**src/hdl/rvst_pkg.sv**
```systemverilog
// Shared types and constants of the reference-counted version slot table.
`default_nettype none

package rvst_pkg;

  localparam int VER_W = 63;
  localparam int CNT_W = 16;
  localparam int IDX_W = 6;

  typedef logic [VER_W-1:0] ver_t;
  typedef logic [CNT_W-1:0] cnt_t;
  typedef logic [IDX_W-1:0] idx_t;
  typedef logic [2:0]       code_t;

  localparam code_t ACT_INIT    = 3'd0;
  localparam code_t ACT_ADD     = 3'd1;
  localparam code_t ACT_GET     = 3'd2;
  localparam code_t ACT_RELEASE = 3'd3;
  localparam code_t ACT_QUERY   = 3'd4;

  localparam code_t ST_OK         = 3'd0;
  localparam code_t ST_INIT_TWICE = 3'd1;
  localparam code_t ST_NOT_INIT   = 3'd2;
  localparam code_t ST_STALE      = 3'd3;
  localparam code_t ST_NO_SLOT    = 3'd4;
  localparam code_t ST_NOT_FOUND  = 3'd5;

  localparam ver_t VER_MAX = {VER_W{1'b1}};
  localparam cnt_t CNT_MAX = {CNT_W{1'b1}};
  localparam cnt_t CNT_ONE = 16'd1;
  localparam cnt_t CNT_TWO = 16'd2;

  // Running summary that travels down the chain of slot cells.
  typedef struct packed {
    logic valid;
    logic match_found;
    idx_t match_pos;
    cnt_t match_refs;
    logic empty_found;
    idx_t empty_pos;
    logic pin_found;
    idx_t pin_pos;
    ver_t pin_tag;
    logic live_found;
    idx_t live_pos;
    ver_t live_tag;
    cnt_t live_refs;
  } scan_t;

  // Update broadcast to all cells when an item commits.
  typedef struct packed {
    logic we;
    idx_t idx;
    logic tag_we;
    ver_t tag;
    cnt_t refs;
  } wr_t;

endpackage

`default_nettype wire

```
**src/hdl/rvst_cell.sv**
```systemverilog
// One slot cell: holds a tag and a count and folds them into the passing scan summary.
`default_nettype none

module rvst_cell #(
  parameter int INDEX = 0
) (
  input  wire                 clk,
  input  wire                 rst,
  input  rvst_pkg::ver_t      key,
  input  rvst_pkg::scan_t     scan_in,
  input  rvst_pkg::wr_t       wr,
  output rvst_pkg::scan_t     scan_out
);

  rvst_pkg::ver_t  tag;
  rvst_pkg::cnt_t  refs;
  rvst_pkg::scan_t acc;
  logic            live;
  rvst_pkg::idx_t  own;

  assign own  = rvst_pkg::IDX_W'(INDEX);
  assign live = (refs != '0);

  always_comb begin
    acc = scan_in;
    if (live && !acc.match_found && (tag == key)) begin
      acc.match_found = 1'b1;
      acc.match_pos   = own;
      acc.match_refs  = refs;
    end
    if (!live && !acc.empty_found) begin
      acc.empty_found = 1'b1;
      acc.empty_pos   = own;
    end
    // Strict compare keeps the lowest index among equal tags.
    if ((refs == rvst_pkg::CNT_ONE) && (!acc.pin_found || (tag < acc.pin_tag))) begin
      acc.pin_found = 1'b1;
      acc.pin_pos   = own;
      acc.pin_tag   = tag;
    end
    if (live && (!acc.live_found || (tag < acc.live_tag))) begin
      acc.live_found = 1'b1;
      acc.live_pos   = own;
      acc.live_tag   = tag;
      acc.live_refs  = refs;
    end
  end

  always_ff @(posedge clk) begin
    if (rst) begin
      scan_out.valid <= 1'b0;
    end else begin
      scan_out.valid <= scan_in.valid;
    end
    if (scan_in.valid) begin
      scan_out.match_found <= acc.match_found;
      scan_out.match_pos   <= acc.match_pos;
      scan_out.match_refs  <= acc.match_refs;
      scan_out.empty_found <= acc.empty_found;
      scan_out.empty_pos   <= acc.empty_pos;
      scan_out.pin_found   <= acc.pin_found;
      scan_out.pin_pos     <= acc.pin_pos;
      scan_out.pin_tag     <= acc.pin_tag;
      scan_out.live_found  <= acc.live_found;
      scan_out.live_pos    <= acc.live_pos;
      scan_out.live_tag    <= acc.live_tag;
      scan_out.live_refs   <= acc.live_refs;
    end
  end

  always_ff @(posedge clk) begin
    if (rst) begin
      refs <= '0;
    end else if (wr.we && (wr.idx == own)) begin
      refs <= wr.refs;
    end
    if (wr.we && wr.tag_we && (wr.idx == own)) begin
      tag <= wr.tag;
    end
  end

endmodule

`default_nettype wire

```
**src/hdl/refcounted_version_slot_table_core.sv**
```systemverilog
// Top level of the reference-counted version slot table: control, chain of slot cells, result.
`default_nettype none

// Channel   Signals                                     Direction
// --------  ------------------------------------------  ---------
// in        in_valid, in_ready, action, version,         into block
//           take_reference
// out       out_valid, out_ready, status, slot_index,    out of block
//           version_out, count_out
//
// The result of each item waits on the summary token walking one slot cell per
// cycle down the chain from acceptance to the commit step.
// One item is in work at a time; the next item is accepted once the current one
// has committed, even while its result still waits in the output register.
// A stalled output holds the commit step until the output register is free.
// Synchronous reset empties every slot at once and clears the initialized flag.

module refcounted_version_slot_table_core #(
  parameter int SLOTS = 8
) (
  input  wire                   clk,
  input  wire                   rst,
  input  wire                   in_valid,
  output logic                  in_ready,
  input  wire  [2:0]            action,
  input  wire  [62:0]           version,
  input  wire                   take_reference,
  output logic                  out_valid,
  input  wire                   out_ready,
  output logic [2:0]            status,
  output logic [5:0]            slot_index,
  output logic [62:0]           version_out,
  output logic [15:0]           count_out
);

  localparam logic [1:0] S_IDLE   = 2'd0;
  localparam logic [1:0] S_SCAN   = 2'd1;
  localparam logic [1:0] S_COMMIT = 2'd2;

  logic [1:0] state;
  logic       start;
  logic       initialized;
  logic [63:0] latest_tag;

  // The item being worked on.
  rvst_pkg::code_t req_action;
  rvst_pkg::ver_t  req_key;
  logic            req_take;

  rvst_pkg::scan_t scan_bus [0:SLOTS];
  rvst_pkg::scan_t last;
  rvst_pkg::wr_t   wr;

  logic            accept;
  logic            commit;
  logic            stale;
  rvst_pkg::code_t res_status;
  rvst_pkg::idx_t  res_idx;
  rvst_pkg::ver_t  res_ver;
  rvst_pkg::cnt_t  res_cnt;
  logic            set_latest;

  assign in_ready = (state == S_IDLE);
  assign accept   = in_valid && in_ready;
  assign commit   = (state == S_COMMIT) && (!out_valid || out_ready);

  // The token enters the chain with an empty summary.
  always_comb begin
    scan_bus[0]       = '0;
    scan_bus[0].valid = start;
  end

  for (genvar i = 0; i < SLOTS; i++) begin : g_cell
    rvst_cell #(
      .INDEX(i)
    ) u_cell (
      .clk      (clk),
      .rst      (rst),
      .key      (req_key),
      .scan_in  (scan_bus[i]),
      .wr       (wr),
      .scan_out (scan_bus[i+1])
    );
  end

  // The last cell keeps its summary until the next token passes, so it is
  // still good while the commit waits on a stalled output.
  assign last = scan_bus[SLOTS];

  // A version is stale when it is not above the latest one; the all-ones reset
  // value of the latest tag stands for minus one, below every version.
  assign stale = !latest_tag[63] && (latest_tag[62:0] >= req_key);

  always_comb begin
    res_status = rvst_pkg::ST_OK;
    res_idx    = '0;
    res_ver    = '0;
    res_cnt    = '0;
    set_latest = 1'b0;
    wr         = '0;
    case (req_action)
      rvst_pkg::ACT_INIT: begin
        if (initialized) begin
          res_status = rvst_pkg::ST_INIT_TWICE;
        end else begin
          res_ver    = req_key;
          res_cnt    = rvst_pkg::CNT_ONE;
          set_latest = 1'b1;
          wr.we      = 1'b1;
          wr.tag_we  = 1'b1;
          wr.tag     = req_key;
          wr.refs    = rvst_pkg::CNT_ONE;
        end
      end
      rvst_pkg::ACT_ADD: begin
        if (!initialized) begin
          res_status = rvst_pkg::ST_NOT_INIT;
        end else if (stale) begin
          res_status = rvst_pkg::ST_STALE;
        end else if (!last.empty_found && !last.pin_found) begin
          res_status = rvst_pkg::ST_NO_SLOT;
        end else begin
          // An empty slot wins over replacing the oldest unpinned one.
          res_idx    = last.empty_found ? last.empty_pos : last.pin_pos;
          res_ver    = req_key;
          res_cnt    = req_take ? rvst_pkg::CNT_TWO : rvst_pkg::CNT_ONE;
          set_latest = 1'b1;
          wr.we      = 1'b1;
          wr.idx     = res_idx;
          wr.tag_we  = 1'b1;
          wr.tag     = req_key;
          wr.refs    = res_cnt;
        end
      end
      rvst_pkg::ACT_GET, rvst_pkg::ACT_RELEASE: begin
        if (!initialized) begin
          res_status = rvst_pkg::ST_NOT_INIT;
        end else if (!last.match_found) begin
          res_status = rvst_pkg::ST_NOT_FOUND;
          res_ver    = req_key;
        end else begin
          res_idx = last.match_pos;
          res_ver = req_key;
          if (req_action == rvst_pkg::ACT_RELEASE) begin
            res_cnt = last.match_refs - rvst_pkg::CNT_ONE;
          end else if (last.match_refs == rvst_pkg::CNT_MAX) begin
            res_cnt = last.match_refs;
          end else begin
            res_cnt = last.match_refs + rvst_pkg::CNT_ONE;
          end
          wr.we   = 1'b1;
          wr.idx  = last.match_pos;
          wr.refs = res_cnt;
        end
      end
      rvst_pkg::ACT_QUERY: begin
        if (last.live_found) begin
          res_idx = last.live_pos;
          res_ver = last.live_tag;
          res_cnt = last.live_refs;
        end else begin
          res_ver = rvst_pkg::VER_MAX;
        end
      end
      default: begin
        res_status = rvst_pkg::ST_OK;
      end
    endcase
    if (!commit) begin
      wr.we = 1'b0;
    end
  end

  // Control: accept, walk the chain, then commit and load the result.
  always_ff @(posedge clk) begin
    if (rst) begin
      state       <= S_IDLE;
      start       <= 1'b0;
      out_valid   <= 1'b0;
      initialized <= 1'b0;
      latest_tag  <= '1;
    end else begin
      start <= accept;
      case (state)
        S_IDLE: begin
          if (accept) begin
            state <= S_SCAN;
          end
        end
        S_SCAN: begin
          if (last.valid) begin
            state <= S_COMMIT;
          end
        end
        S_COMMIT: begin
          if (commit) begin
            state <= S_IDLE;
          end
        end
        default: begin
          state <= S_IDLE;
        end
      endcase
      if (commit) begin
        out_valid <= 1'b1;
      end else if (out_ready) begin
        out_valid <= 1'b0;
      end
      if (commit && set_latest) begin
        latest_tag  <= {1'b0, req_key};
        initialized <= 1'b1;
      end
    end
  end

  // Request and result payload registers.
  always_ff @(posedge clk) begin
    if (accept) begin
      req_action <= action;
      req_take   <= take_reference;
      // On a get, version zero stands for the latest version.
      if ((action == rvst_pkg::ACT_GET) && (version == '0)) begin
        req_key <= latest_tag[62:0];
      end else begin
        req_key <= version;
      end
    end
    if (commit) begin
      status      <= res_status;
      slot_index  <= res_idx;
      version_out <= res_ver;
      count_out   <= res_cnt;
    end
  end

  // An accepted item always starts a walk down the chain.
  a_accept_scan: assert property (@(posedge clk) disable iff (rst)
    accept |=> (state == S_SCAN) && start)
    else $error("accepted item did not start a scan");

  // The summary only leaves the chain while the control waits for it.
  a_token_in_scan: assert property (@(posedge clk) disable iff (rst)
    last.valid |-> (state == S_SCAN))
    else $error("scan summary arrived outside the scan phase");

  // A result still waiting to be taken is never overwritten.
  a_commit_holds: assert property (@(posedge clk) disable iff (rst)
    (state == S_COMMIT) && out_valid && !out_ready |=> (state == S_COMMIT) && out_valid)
    else $error("commit went ahead over a pending result");

  // Once initialized, the table stays initialized until reset.
  a_init_sticky: assert property (@(posedge clk) disable iff (rst)
    initialized |=> initialized)
    else $error("initialized flag dropped");

endmodule

`default_nettype wire
```
**config.mk**
```make
export PLATFORM = sky130hd
export DESIGN_NAME = refcounted_version_slot_table_core
export DESIGN_NICKNAME = d
export VERILOG_FILES = /design/src/hdl/rvst_pkg.sv /design/src/hdl/rvst_cell.sv /design/src/hdl/refcounted_version_slot_table_core.sv
export SDC_FILE = /design/constraint.sdc
export NUM_CORES = 2
export LEC_CHECK = 0
export BUFFER_PORTS_ARGS = -buffer_cell sky130_fd_sc_hd__buf_2
export CAP_MARGIN = 20
export CORE_AREA = 2 2 695 697
export DETAILED_ROUTE_END_ITERATION = 6
export DIE_AREA = 0 0 697 699
export PLACE_DENSITY = 0.45
export SETUP_SLACK_MARGIN = 0.02
export SYNTH_ARGS = -nofsm -noshare
export SYNTH_HDL_FRONTEND = slang
export SYNTH_HIERARCHICAL = 1
export SYNTH_SLANG_ARGS = --single-unit
```
**constraint.sdc**
```tcl
create_clock -name clk -period 10.4 [get_ports clk]
set_input_delay 1.04 -clock clk [delete_from_list [all_inputs] [get_ports clk]]
set_output_delay 1.04 -clock clk [all_outputs]
set_load 0.01 [all_outputs]
```
Yosys cells after proc, flatten, opt, wreduce, memory -nomap -nowiden
Cells that the tools add are included.

Output and inout bits: 90. Logic and storage cells: 390. Register bits after elaboration: 2289.

$add $sub $neg: 2. Order comparisons: 15. Equal/unequal tests: 34. Multiplexer cells: 80. Reductions and logical operators: 128.

Operator list (number): $lt 63x63->1 (14); $mux 63 (13); $mux 79 (7); $eq 63x63->1 (8); $mux 87 (3); $pmux 63 s4 (1); $mux 16 (12); $eq 16x1->1 const B (8); $pmux 64 s2 (1); $reduce_bool 16->1 (8); $mux 86 (1); $mux 80 (1); $mux 70 (1); $pmux 16 s4 (1); $ge 63x63->1 (1); $logic_not 63->1 (1); $logic_and 1x1->1 (59); $pmux 16 s3 (1); $mux 6 (7); $logic_not 1->1 (39); $eq 6x3->1 const B (4); $mux 23 (1); $mux 7 (3); $pmux 6 s3 (1); other kinds (27) (63).

Depth between registers and ports, before layout
Depth in word-level cells: 9. Gate-level depth with buffers: 17. Depth with buffers taken out: 14.

Hierarchy
The synthesis kept the hierarchy.

By module, submodules not included: rvst_cell at g_cell[1].u_cell ... (cells an instance 1867, instances 2, area an instance 17276.6 um^2, sequential area each 7817.5 um^2); rvst_cell at g_cell[6].u_cell (cells an instance 1867, instances 1, area an instance 17275.3 um^2, sequential area each 7817.5 um^2); rvst_cell at g_cell[3].u_cell (cells an instance 1745, instances 1, area an instance 17047.6 um^2, sequential area each 7817.5 um^2); rvst_cell at g_cell[5].u_cell (cells an instance 1746, instances 1, area an instance 17047.6 um^2, sequential area each 7817.5 um^2); rvst_cell at g_cell[7].u_cell (cells an instance 1745, instances 1, area an instance 17046.3 um^2, sequential area each 7817.5 um^2); rvst_cell at g_cell[0].u_cell (cells an instance 1087, instances 1, area an instance 14114.8 um^2, sequential area each 7817.5 um^2); rvst_cell at g_cell[4].u_cell (cells an instance 1086, instances 1, area an instance 14067.2 um^2, sequential area each 7817.5 um^2); refcounted_version_slot_table_core (cells an instance 1130, instances 1, area an instance 12348.1 um^2, sequential area each 6035.8 um^2).

Worst setup path before layout
No wires, ideal clock.

Kind: reg2reg. Start: register req_key[10]. End: register g_cell[6].u_cell.tag[0], enable pin. Period minus slack after synthesis: 6.922 ns. Path buffers: 3. Arrival: 6.438 ns. Stages on the path, launching flop included: 17. Slack: 3.478 ns. Cell sequence: edfxtp_1 > inv_1 > ha_1 > a21oi_1 > o21ai_1 > a2111oi_2 > a2111oi_1 > a21oi_1 > a21oi_2 > o21ai_2 > clkbuf_1 > o21a_1 > nor4bb_1 > nand3_1 > clkbuf_1 > clkbuf_1 > nor2_1.

RTL lines: start, declared (RTL line refcounted_version_slot_table_core.sv:47) `rvst_pkg::ver_t req_key;`; start signal, assigned (RTL line refcounted_version_slot_table_core.sv:223) `req_key <= latest_tag[62:0];`; start signal, assigned (RTL line refcounted_version_slot_table_core.sv:225) `req_key <= version;`; end signal, assigned (RTL line rvst_cell.sv:78) `tag <= wr.tag;`; end, declared (RTL line rvst_cell.sv:15) `rvst_pkg::ver_t tag;`.

==> summary.txt <==
Synth
  – Post-Synthesis Mean Instance Area: between 10 and 15 um^2
  – Post-Syn Instances: 13.7k
  – Syn Std Cell Area: 139000 um^2
  – Ys Warns: 6

CTS
  – Number of buffers added by the clock tree synthesis step: roughly 280
  – Number of gates given a new drive strength after cts: 0
  – Number of hold buffers added after cts: 0
  – Clock tree from TritonCTS: done
  – Clock tree buffer depth: 4
  – Count of buffers added by post-CTS timing repair for setup: 0
  – Clk sink count: between 2k and 2.5k
  – Root buffer cell: sky130_fd_sc_hd__clkbuf_16
  – H-Tree Depth: 5
  – Clock edge transition at the registers on the reported setup and hold paths: roughly 0.060 ns
  – Clock Latency Late Sink: 0.96 ns

Timing
  – Accumulated negative setup slack: 0 ns
  – Setup slack after layout: 2.34 ns
  – Clock Skews: around 0.055 ns
  – Worst slew slack as a fraction of its limit: -0.0431
  – Final Hold Fails: 0
  – Finish-stage setup viols: 0
  – Transition time at the pin with the least slew margin: 1.56 ns
  – Highest clock frequency the design can meet: roughly 120 MHz
  – Max-slew violation total from the final report: 1
  – Period utilization: 0.775
  – Setup repair after global routing missed its margin: no
  – Final critical delay including setup and external delays: just over 8 ns

Setup path
  – Startpoint-to-endpoint class of the critical path: reg2reg
  – Critical R2R Launch: req_key[32]$_DFFE_PP_
  – Critical path data arrival time: 8.61 ns
  – Maximum fanout count along the critical path: 34
  – R2R setup slack: about 2.3 ns
  – Endpoint of the lowest-slack register-to-register path: g_cell[3].u_cell/tag[16]$_DFFE_PP_
  – Critical Path Start Type: flip-flop
  – Worst R2R Path Depth: 15
  – CP Data Required Time: between 10 and 15 ns
  – Critical Path End Type: flip-flop

GRT
  – Via count of the first global-routing pass: approximately 100k
  – Antenna violations before repair: 26
  – Pin count of the biggest net entering global routing: approximately 130
  – Global router's overall resource usage: 0.241
  – Global-route wire length before repair: between 800000 and 900000 um
  – Global route total overflow: 0

Power
  – Combinational power share: 0.039
  – IR drop worst, VDD: 0.119 mV
  – P_sw: 4870 uW
  – Cell Pwr Density: 134 nW/um^2
  – Pwr Total: between 20000 and 25000 uW
  – Switching part of the total power: 0.228
  – Clock Power Share: 0.486
  – Leakage dissipation: roughly 0.061 uW
  – Internal Pwr Total: 16500 uW
  – Power share of the sequential group: 0.476

Run status
  – Run status: finished with violations
  – Violations in the final reports: DRC, slew limit

Floorplanning
  – Std-Cell Core Area: about 480000 um^2
  – DIE AREA: between 400000 and 500000 um^2
  – IO Pins: 161
  – Initial Utilization: 0.290
  – Placement Rows: about 260
  – Die height: 699 um
  – Horizontal extent of the die: about 700 um

Worst hold path
  – Hold depth: 1
  – End point of the worst hold path: req_take$_DFFE_PP_
  – Hold path startpoint: take_reference
  – Worst min path class: in2reg

Layout
  – Leading cell type in the layout, fill and taps excluded: sky130_fd_sc_hd__edfxtp_1
  – Area growth from synthesis to layout: 13.9%
  – Share of post-route cells with drive strength above 1: 0.0989
  – Number of filler instances in the final layout: about 49k
  – Count of non-filler cells in the finished layout: between 20k and 25k
  – Leading cell types in the layout, fill and taps excluded: sky130_fd_sc_hd__edfxtp_1, sky130_fd_sc_hd__nand2_1, sky130_fd_sc_hd__inv_1
  – Final layout net count: between 10k and 15k
  – Fin area: ~160000 um^2

Place
  – Pre-CTS worst setup slack: roughly 2.5 ns
  – Number of buffers added on ports: 160
  – Final GP Congestion: 0.988
  – Number of instances in the placed design: roughly 20k
  – Area after detailed placement: 149000 um^2
  – Hpwl dp: around 470000 um

Route
  – Drt total wl: roughly 600000 um
  – Avg WL per Cell: 29.7 um
  – Number of vias after detailed routing: ~110k
  – Length of the first detailed-routing pass in iterations: 7
  – Antenna violation net count after detailed routing: 0
  – Number of design-rule violations left by the first detailed-router iteration: 12.8k
  – Ratio of routed vias to standard cells: around 5.5
  – DRC viols: 1

Flow run
  – Number of maximum-capacitance constraint violations: 0
-- final cells by class --
cell class | count | area (um^2) | area share
antenna | 17 | 42.5 | 0.000268
clock buffer | 338 | 7380 | 0.0465
clock inverter | 159 | 2070 | 0.0130
inverter | 1309 | 4910 | 0.0310
multi-input combinational | 9497 | 66100 | 0.416
sequential | 2289 | 66700 | 0.420
tap | 6425 | 8040 | 0.0506
timing repair buffer | 487 | 3490 | 0.0220
-- worst max path at each step --
stage | from | to | cells past startpoint
after detailed placement | req_key[32]$_DFFE_PP_ | g_cell[3].u_cell/tag[8]$_DFFE_PP_ | 15
after global routing | req_key[34]$_DFFE_PP_ | g_cell[3].u_cell/tag[19]$_DFFE_PP_ | 15
final | req_key[32]$_DFFE_PP_ | g_cell[3].u_cell/tag[16]$_DFFE_PP_ | 15
after CTS | req_key[32]$_DFFE_PP_ | g_cell[3].u_cell/tag[16]$_DFFE_PP_ | 15
after global placement | req_key[32]$_DFFE_PP_ | g_cell[3].u_cell/tag[8]$_DFFE_PP_ | 15
after floorplan | req_key[10]$_DFFE_PP_ | g_cell[6].u_cell/tag[0]$_DFFE_PP_ | 16
-- flip-flops by register name, indices dropped and copies added, names as in the netlist --
signal and flops:
count_out 16, initialized 1, g_cell.u_cell/refs 128, req_action 3
req_key 63, req_take 1, latest_tag 64, state 2
version_out 63, slot_index 6, g_cell.u_cell/scan_out 1433, g_cell.u_cell/tag 504
status 3, start 1, out_valid 1
-- power groups by stage --
stage,combinational (uW),clock [uW],sequential (uW)
6_report,822,10400,10200
5_1_grt,874,10900,10200
4_1_cts,805,10600,10100
3_5_place_dp,801,0,10300
3_3_place_gp,801,0,10300
2_1_floorplan,403,0,10300
-- critical path, stage by stage (launching register included) --
cell and delay [ns]:
sky130_fd_sc_hd__edfxtp_1 0.91, sky130_fd_sc_hd__inv_1 0.15, sky130_fd_sc_hd__ha_1 0.33, sky130_fd_sc_hd__a21oi_1 0.13, sky130_fd_sc_hd__o21ai_0 0.13, sky130_fd_sc_hd__a221oi_1 0.61, sky130_fd_sc_hd__o311ai_0 0.46, sky130_fd_sc_hd__a21oi_1 0.99
sky130_fd_sc_hd__a21oi_2 0.29, sky130_fd_sc_hd__o21ai_4 0.74, sky130_fd_sc_hd__o21a_1 0.37, sky130_fd_sc_hd__or4b_2 0.63, sky130_fd_sc_hd__nor3_2 0.24, sky130_fd_sc_hd__buf_4 0.35, sky130_fd_sc_hd__and2_4 0.57, sky130_fd_sc_hd__buf_4 0.64
-- through the flow --
stage / hold WS [ns] / util
floorplan: 0.429 / -
global placement: 0.445 / 0.311
detailed placement: 0.463 / 0.311
CTS: 0.225 / 0.330
global route: 0.268 / 0.331
finish: 0.283 / 0.331
-- layer usage --
metal,track usage,share of wire,vias to the layer above
li1,-,-,51484
met5,0,0.000028,-
met2,0.364,0.43,4775
met3,0.0319,0.064,897
met4,0.127,0.061,2
met1,0.336,0.45,55795
(Power assumes the default switching activity.)
